`src/pdcc_pkg.sv`:
```
package pdcc_pkg;

	localparam int STACK_ENTRIES = 32;
	localparam int MAX_NODES     = 65536;

	localparam int FILL_W  = $clog2(STACK_ENTRIES + 1);
	localparam int NEXT_W  = $clog2(MAX_NODES + 1);
	localparam int DEPTH_W = 5;
	localparam int INDEX_W = 16;
	localparam int COUNT_W = 16;
	localparam int LEAF_W  = 17;

	// one open ancestor
	typedef struct packed {
		logic [DEPTH_W-1:0] depth;
		logic [INDEX_W-1:0] index;
		logic [COUNT_W-1:0] kids;
	} entry_t;

	// shift command for the whole row of cells
	typedef struct packed {
		logic push;
		logic pop;
		logic bump;
	} stack_op_t;

	typedef enum logic [1:0] {
		ST_IDLE,
		ST_WORK,
		ST_FLUSH
	} state_t;

endpackage

```
`src/pdcc_cell.sv`:
```
module pdcc_cell
	import pdcc_pkg::*;
(
	input  logic      clk,
	input  stack_op_t op,
	input  logic      bump,
	input  entry_t    shift_in,
	input  entry_t    pop_in,
	output entry_t    q,
	output entry_t    fwd
);

	entry_t q_q;

	// bumped view, saturating child count
	always_comb begin
		fwd = q_q;
		if (bump && (q_q.kids != {COUNT_W{1'b1}})) begin
			fwd.kids = q_q.kids + COUNT_W'(1);
		end
	end

	always_ff @(posedge clk) begin
		if (op.push) begin
			q_q <= shift_in;
		end else if (op.pop) begin
			q_q <= pop_in;
		end else if (bump) begin
			q_q <= fwd;
		end
	end

	assign q = q_q;

endmodule

```
`src/pdcc_stack.sv`:
```
module pdcc_stack
	import pdcc_pkg::*;
(
	input  logic      clk,
	input  stack_op_t op,
	input  entry_t    new_entry,
	output entry_t    top,
	output entry_t    second
);

	entry_t q_w   [STACK_ENTRIES];
	entry_t fwd_w [STACK_ENTRIES];

	// cell 0 is the top; push moves everything one cell deeper
	for (genvar i = 0; i < STACK_ENTRIES; i++) begin : g_cell
		entry_t shift_in_w;
		entry_t pop_in_w;
		logic   bump_w;

		if (i == 0) begin : g_head
			assign shift_in_w = new_entry;
			assign bump_w     = op.bump;
		end else begin : g_body
			assign shift_in_w = fwd_w[i-1];
			assign bump_w     = 1'b0;
		end

		if (i == STACK_ENTRIES - 1) begin : g_tail
			assign pop_in_w = '0;
		end else begin : g_link
			assign pop_in_w = q_w[i+1];
		end

		pdcc_cell u_cell (
			.clk      (clk),
			.op       (op),
			.bump     (bump_w),
			.shift_in (shift_in_w),
			.pop_in   (pop_in_w),
			.q        (q_w[i]),
			.fwd      (fwd_w[i])
		);
	end

	assign top    = q_w[0];
	assign second = q_w[1];

endmodule

```
`src/preorder_depth_child_counter.sv`:
```
// A node is taken in ST_IDLE; ST_WORK closes each ancestor at its depth or deeper, then
//   opens the node. A result sits in the output register the cycle after its pop.
// A new node waits until the last is opened or closed; a final node then closes every
//   entry still open. The stack row closes one entry per cycle while output can accept.
// Reset: arst_n clears sequencer, counters and result_valid; stack cells and data registers hold no reset.
module preorder_depth_child_counter
	import pdcc_pkg::*;
(
	input  logic                clk,
	input  logic                arst_n,
	input  logic                node_valid,
	output logic                node_ready,
	input  logic [DEPTH_W-1:0]  node_depth,
	input  logic                final_node,
	output logic                result_valid,
	input  logic                result_ready,
	output logic [INDEX_W-1:0]  node_index,
	output logic [COUNT_W-1:0]  child_count,
	output logic                run_last,
	output logic                tree_done,
	output logic [LEAF_W-1:0]   leaf_total,
	output logic [COUNT_W-1:0]  largest_child_count,
	output logic                tree_valid
);

	// sequencer and tree state
	state_t             state_q, state_nx;
	logic [FILL_W-1:0]  fill_q;
	logic [NEXT_W-1:0]  next_q;
	logic [DEPTH_W-1:0] prev_depth_q;
	logic [LEAF_W-1:0]  tally_q;
	logic [COUNT_W-1:0] largest_q;
	logic               valid_q;

	// node being worked on
	logic [DEPTH_W-1:0] cur_depth_q;
	logic               cur_final_q;
	logic [INDEX_W-1:0] cur_index_q;

	// output beat register
	logic               res_valid_q;
	logic [INDEX_W-1:0] res_index_q;
	logic [COUNT_W-1:0] res_kids_q;
	logic               res_last_q;
	logic               res_done_q;
	logic [LEAF_W-1:0]  res_leaf_q;
	logic [COUNT_W-1:0] res_largest_q;
	logic               res_tree_valid_q;

	// stack row
	stack_op_t op;
	entry_t    new_entry;
	entry_t    top;
	entry_t    second;

	pdcc_stack u_stack (
		.clk       (clk),
		.op        (op),
		.new_entry (new_entry),
		.top       (top),
		.second    (second)
	);

	assign new_entry = '{depth: cur_depth_q, index: cur_index_q, kids: '0};

	logic accept;
	logic can_emit;
	logic pop_hit;
	logic more_pops;
	logic stack_full;

	assign node_ready = (state_q == ST_IDLE);
	assign accept     = node_valid && node_ready;
	// output slot is free now or drains this cycle
	assign can_emit   = !res_valid_q || result_ready;
	assign stack_full = (fill_q == FILL_W'(STACK_ENTRIES));
	// top must close when its depth is not below the new node's depth
	assign pop_hit    = (fill_q != '0) && (top.depth >= cur_depth_q);
	// lookahead: will the entry under the top close as well?
	assign more_pops  = (fill_q > FILL_W'(1)) && (second.depth >= cur_depth_q);

	// emit controls
	logic               emit;
	logic [INDEX_W-1:0] e_index;
	logic [COUNT_W-1:0] e_kids;
	logic               e_last;
	logic               e_done;
	logic               drop_full;

	always_comb begin
		state_nx  = state_q;
		op        = '0;
		emit      = 1'b0;
		e_index   = top.index;
		e_kids    = top.kids;
		e_last    = 1'b0;
		e_done    = 1'b0;
		drop_full = 1'b0;
		case (state_q)
			ST_IDLE: begin
				if (accept) begin
					state_nx = ST_WORK;
				end
			end
			ST_WORK: begin
				if (pop_hit) begin
					if (can_emit) begin
						emit   = 1'b1;
						op.pop = 1'b1;
						e_last = !cur_final_q && !more_pops;
					end
				end else if (!stack_full) begin
					// open the node; parent on top gains a child
					op.push  = 1'b1;
					op.bump  = (fill_q != '0);
					state_nx = cur_final_q ? ST_FLUSH : ST_IDLE;
				end else if (can_emit) begin
					// no room: parent still counts it, node closes at once
					op.bump   = 1'b1;
					emit      = 1'b1;
					drop_full = 1'b1;
					e_index   = cur_index_q;
					e_kids    = '0;
					e_last    = !cur_final_q;
					state_nx  = cur_final_q ? ST_FLUSH : ST_IDLE;
				end
			end
			ST_FLUSH: begin
				if (fill_q == '0) begin
					state_nx = ST_IDLE;
				end else if (can_emit) begin
					emit   = 1'b1;
					op.pop = 1'b1;
					e_last = (fill_q == FILL_W'(1));
					e_done = e_last;
					if (e_last) begin
						state_nx = ST_IDLE;
					end
				end
			end
			default: begin
				state_nx = ST_IDLE;
			end
		endcase
	end

	// statistics including the node closing now
	logic [LEAF_W-1:0]  tally_nx;
	logic [COUNT_W-1:0] largest_nx;
	logic               valid_nx;

	always_comb begin
		tally_nx   = tally_q;
		largest_nx = largest_q;
		valid_nx   = valid_q;
		if (emit) begin
			if ((e_kids == '0) && (tally_q != {LEAF_W{1'b1}})) begin
				tally_nx = tally_q + LEAF_W'(1);
			end
			if (e_kids > largest_q) begin
				largest_nx = e_kids;
			end
			if ((e_kids == COUNT_W'(1)) || drop_full) begin
				valid_nx = 1'b0;
			end
		end
	end

	logic [DEPTH_W:0] depth_limit;
	logic             overflow;

	assign depth_limit = {1'b0, prev_depth_q} + (DEPTH_W+1)'(1);
	assign overflow    = (next_q == NEXT_W'(MAX_NODES));

	always_ff @(posedge clk or negedge arst_n) begin
		if (!arst_n) begin
			state_q <= ST_IDLE;
		end else begin
			state_q <= state_nx;
		end
	end

	always_ff @(posedge clk or negedge arst_n) begin
		if (!arst_n) begin
			fill_q       <= '0;
			next_q       <= '0;
			prev_depth_q <= '0;
			tally_q      <= '0;
			largest_q    <= '0;
			valid_q      <= 1'b1;
		end else if (e_done) begin
			// tree finished: start over
			fill_q       <= '0;
			next_q       <= '0;
			prev_depth_q <= '0;
			tally_q      <= '0;
			largest_q    <= '0;
			valid_q      <= 1'b1;
		end else if (accept) begin
			prev_depth_q <= node_depth;
			if (!overflow) begin
				next_q <= next_q + NEXT_W'(1);
			end
			if (overflow || ({1'b0, node_depth} > depth_limit)) begin
				valid_q <= 1'b0;
			end
		end else begin
			tally_q   <= tally_nx;
			largest_q <= largest_nx;
			valid_q   <= valid_nx;
			if (op.push) begin
				fill_q <= fill_q + FILL_W'(1);
			end else if (op.pop) begin
				fill_q <= fill_q - FILL_W'(1);
			end
		end
	end

	always_ff @(posedge clk) begin
		if (accept) begin
			cur_depth_q <= node_depth;
			cur_final_q <= final_node;
			cur_index_q <= INDEX_W'(next_q);
		end
	end

	always_ff @(posedge clk or negedge arst_n) begin
		if (!arst_n) begin
			res_valid_q <= 1'b0;
		end else if (emit) begin
			res_valid_q <= 1'b1;
		end else if (result_ready) begin
			res_valid_q <= 1'b0;
		end
	end

	always_ff @(posedge clk) begin
		if (emit) begin
			res_index_q      <= e_index;
			res_kids_q       <= e_kids;
			res_last_q       <= e_last;
			res_done_q       <= e_done;
			res_leaf_q       <= e_done ? tally_nx : '0;
			res_largest_q    <= e_done ? largest_nx : '0;
			res_tree_valid_q <= e_done && valid_nx;
		end
	end

	assign result_valid        = res_valid_q;
	assign node_index          = res_index_q;
	assign child_count         = res_kids_q;
	assign run_last            = res_last_q;
	assign tree_done           = res_done_q;
	assign leaf_total          = res_leaf_q;
	assign largest_child_count = res_largest_q;
	assign tree_valid          = res_tree_valid_q;

endmodule

```
`config.mk`:
```
export PLATFORM = sky130hd
export DESIGN_NAME = preorder_depth_child_counter
export DESIGN_NICKNAME = d
export VERILOG_FILES = /design/src/pdcc_pkg.sv /design/src/pdcc_cell.sv /design/src/pdcc_stack.sv /design/src/preorder_depth_child_counter.sv
export SDC_FILE = /design/constraint.sdc
export NUM_CORES = 2
export LEC_CHECK = 0
export ABC_AREA = 1
export ABC_CLOCK_PERIOD_IN_PS = 27900
export BUFFER_PORTS_ARGS = -buffer_cell sky130_fd_sc_hd__buf_2
export CORE_ASPECT_RATIO = 1.1
export CORE_MARGIN = 2
export CORE_UTILIZATION = 40
export CTS_BUF_LIST = sky130_fd_sc_hd__clkbuf_2 sky130_fd_sc_hd__clkbuf_4 sky130_fd_sc_hd__clkbuf_8
export CTS_CLUSTER_DIAMETER = 200
export CTS_CLUSTER_SIZE = 8
export DETAILED_ROUTE_END_ITERATION = 7
export HOLD_SLACK_MARGIN = 0.08
export PLACE_DENSITY = 0.61
export SETUP_SLACK_MARGIN = 0.05
export SLEW_MARGIN = 5
export SYNTH_ARGS = -nofsm -noshare
export SYNTH_HDL_FRONTEND = slang
export SYNTH_SLANG_ARGS = --single-unit
```
`constraint.sdc`:
```
create_clock -name clk -period 27.9 [get_ports clk]
set_input_delay 2.79 -clock clk [delete_from_list [all_inputs] [get_ports clk]]
set_output_delay 2.79 -clock clk [all_outputs]
set_load 0.05 [all_outputs]
```
==> results.py <==
metrics = {
    "status": {
        "status": "finished, final reports clean",
    },
    "clock_tree": {
        "cts_resized": 0,
        "cts_hold_buf": 0,
        "clkTransAtPathRegs_ns": 0.07,
        "postCtsSetupRepairBufs": 0,
        "cts-root-buf": "clkbuf_8",
        "clk_path_buf_depth": 3,
        "clock_latency_ns": 0.92,
        "htreeDepth": 4,
        "tritoncts": "built",
        "cts_buffers": 185,
        "clock_sinks": 1339,
    },
    "yosys": {
        "yosysSeqAreaShare_pct": 68.21,
        "yosysWarningCount": 0,
        "synth_xor_area_share_pct": 0.4512,
        "yosys.cell_types.count": 46,
        "synth_cells": 5859,
        "synth_fp_nets": 5912,
        "avgSynthCellArea_um2": 9.940,
        "synth_edf_count": 1258,
        "syn_area_um2": 58240,
        "synth_compound_area_share_pct": 2.550,
        "synth_ff_type": "edfxtp_1",
        "ys_ff_latch": 1339,
        "async_flop_share_pct": 4.854,
        "yosys.area_share.adder_pct": 0.9239,
        "synth_top_family_by_area": "simple AND/OR/NAND/NOR gates",
        "synthMuxAreaShare_pct": 0.01934,
        "synth_simple_gate_area_share_pct": 24.22,
    },
    "worst_setup_path": {
        "reg2reg_slack_ns": 20.86,
        "regToRegStartpoint": "u_stack.g_cell[0].u_cell.fwd[36]$_DFFE_PP_",
        "crit_arrival_ns": 7.53,
        "worstSetupEndpointType": "flop",
        "reg2reg_to": "u_stack.g_cell[17].u_cell.fwd[31]$_DFFE_PP_",
        "worst_ep_required_time_ns": 28.40,
        "worst-path-max-fanout": 199,
        "timing_worst_setup_path_type": "reg2reg",
        "startpoint_type": "flop",
        "reg2reg_depth": 14,
    },
    "detailed_routing": {
        "wl_per_cell_um": 13.85,
        "viasPerCell": 4.885,
        "drc": 0,
        "drt_iter0_drc": 3119,
        "wl_um": 108700,
        "antenna_left": 0,
        "vias": 38330,
        "firstDrtPassIters": 8,
    },
    "global_route": {
        "grt_max_degree": 249,
        "use_met1_pct": 20.96,
        "grt_pass1_vias": 37175,
        "antenna_found_initial": 1,
        "globalRouteMet2Util_pct": 21.94,
        "top_usage_layer": "met2",
        "track_usage_pct": 14.55,
        "met3_usage_pct": 3.009,
        "grt_first_pass_wirelength_um": 183900,
        "overflow": 0,
    },
    "hold_path": {
        "hold_class": "reg2reg",
        "min_to": "cur_index_q[14]$_DFFE_PP_",
        "holdPathStages": 0,
        "min-delay-start": "next_q[14]$_DFFE_PN0P_",
    },
    "finish": {
        "finalNetCount": 5919,
        "fillers": 13983,
        "areaGrowthSynthToFinish_pct": 8.444,
        "drive_gt1_share_pct": 6.621,
        "design_area_um2": 63150,
    },
    "run": {
        "cap_violations": 0,
    },
    "place": {
        "dpl_cell_area_um2": 60140,
        "io_buffers": 79,
        "place_congestion": 0.7853,
        "dp_hpwl_um": 61050,
    },
    "die": {
        "die_x_um": 367.8,
        "coreArea_um2": 144300,
        "die_area_um2": 148700,
        "fp-row-count": 146,
        "chipHeight_um": 404.2,
        "ioPinCount": 80,
        "start_util_pct": 40.35,
    },
    "timing": {
        "slew_violations": 0,
        "slew_headroom_pct": 22.75,
        "layout_min_cycle_time_ns": 7.036,
        "finalHoldViolCount": 0,
        "fmax_mhz": 142.1,
        "skew_ns": 0.06397,
        "hold-worst-slack_ns": 0.4683,
        "worst_slew_pin_slew_ns": 1.159,
        "tns_ns": 0,
        "setup_viol": 0,
        "rsz0062_at_grt": "no",
        "period_share_pct": 25.22,
    },
}
## worst max-delay path, stage by stage, from the launching register on
cell and delay, ns:
edfxtp_1 0.40, ha_1 0.33, nand2_1 0.10, inv_1 0.04
a21oi_1 0.14, nand2_1 0.11, nand2_2 0.14, nand2_1 0.12
nor2_4 0.12, buf_12 0.56, inv_8 0.44, nand2_8 0.89
buf_4 0.85, buf_12 0.83, buf_4 0.93
## layout by cell type, fill, tap and decap left out, types with 21 or more instances in the layout
| cell | instances |
|---|---|
| a21oi_1 | 41 |
| buf_2 | 79 |
| buf_4 | 30 |
| clkbuf_4 | 42 |
| clkbuf_8 | 187 |
| dfrtp_1 | 64 |
| edfxtp_1 | 1258 |
| ha_1 | 43 |
| inv_1 | 215 |
| nand2_1 | 3366 |
| nand3_1 | 80 |
| nand4_1 | 40 |
| nor2_1 | 95 |
| o21ai_0 | 207 |
| xor2_1 | 21 |
## registers in the layout (all words and copies together) (netlist names), 2 cells and up
name	flops
largest_child_count	16
fill_q	6
tally_q	17
cur_depth_q	5
prev_depth_q	5
child_count	16
node_index	16
cur_index_q	16
largest_q	16
state_q	2
u_stack.g_cell.u_cell.fwd	672
leaf_total	17
u_stack.g_cell.u_cell.q	512
next_q	17
## layer usage
layer	up-vias	share of wire [%]	routed length, µm
met4	0	2.4	2649
met2	585	44	48260
met5	-	0	0
met1	18558	49	53340
li1	18989	-	-
met3	198	4.1	4443
## how the worst max path moves through the flow
stage / startpoint / end / cells past startpoint / slack (ns)
after floorplan: result_ready / fill_q[3]$_DFFE_PN0P_ / 9 / 9.32
after global placement: result_ready / u_stack.g_cell[14].u_cell.fwd[22]$_DFFE_PP_ / 8 / 20.11
after detailed placement: result_ready / u_stack.g_cell[29].u_cell.q[4]$_DFFE_PP_ / 8 / 20.08
after CTS: u_stack.g_cell[0].u_cell.fwd[36]$_DFFE_PP_ / u_stack.g_cell[30].u_cell.q[4]$_DFFE_PP_ / 14 / 20.86
after global routing: u_stack.g_cell[0].u_cell.fwd[36]$_DFFE_PP_ / u_stack.g_cell[30].u_cell.q[4]$_DFFE_PP_ / 14 / 20.36
final: u_stack.g_cell[0].u_cell.fwd[36]$_DFFE_PP_ / u_stack.g_cell[17].u_cell.fwd[31]$_DFFE_PP_ / 14 / 20.86
## cell type report
type | instances | area (µm²) | share of cell area (%)
Antenna cell | 1 | 2.502 | 0.003962
Inverter | 221 | 837.1 | 1.325
Clock inverter | 13 | 121.4 | 0.1922
Clock buffer | 229 | 2889 | 4.575
Timing Repair Buffer | 115 | 740.7 | 1.173
Multi-Input combinational cell | 4004 | 16430 | 26.02
Tap cell | 1924 | 2407 | 3.812
Sequential cell | 1339 | 39720 | 62.90
## kinds of logic (layout without fill, tap and decap cells)
group                      Yosys count  count (layout)
adders and majority gates           43              43
other                                0               1
AOI/OAI and AO/OA                  281             281
buffers and inverters              516             578
xor gates and xnor gates            30              30
muxes                                1               1
DFF                               1339            1339
and+or+nand+nor                   3649            3649
## cell usage after synthesis (3+ instances only)
cell / count / share of area, %
nand2_1: 3367 / 22
edfxtp_1: 1258 / 65
inv_1: 215 / 1.4
o21ai_0: 207 / 1.8
clkbuf_1: 146 / 0.94
buf_2: 110 / 0.95
nor2_1: 96 / 0.62
nand3_1: 80 / 0.69
dfrtp_1: 64 / 2.8
ha_1: 43 / 0.92
a21oi_1: 41 / 0.35
nand4_1: 40 / 0.43
buf_1: 32 / 0.21
xor2_1: 21 / 0.32
and2_1: 16 / 0.17
dfxtp_1: 16 / 0.55
nor3_1: 15 / 0.13
o21ai_1: 11 / 0.095
nor4_1: 10 / 0.11
nand2_2: 9 / 0.097
xnor2_1: 9 / 0.14
inv_2: 4 / 0.026
nor2_2: 4 / 0.043
o31ai_1: 4 / 0.052
a22o_1: 3 / 0.045
buf_4: 3 / 0.039
buf_6: 3 / 0.058
o211ai_1: 3 / 0.039
## per-stage QoR
| step | instances | util [%] | setup slack, ns |
|---|---|---|---|
| after CTS | 7845 | 43.76 | 20.86 |
| after floorplan | 5859 | - | 9.320 |
| final | 7846 | 43.76 | 20.86 |
| after detailed placement | 7603 | 41.67 | 20.08 |
| after global routing | 7846 | 43.76 | 20.36 |
| after global placement | 7603 | 41.67 | 20.11 |
Power is not shown: default switching activity piles up to over one toggle a cycle in this logic, so the estimate is an artifact.
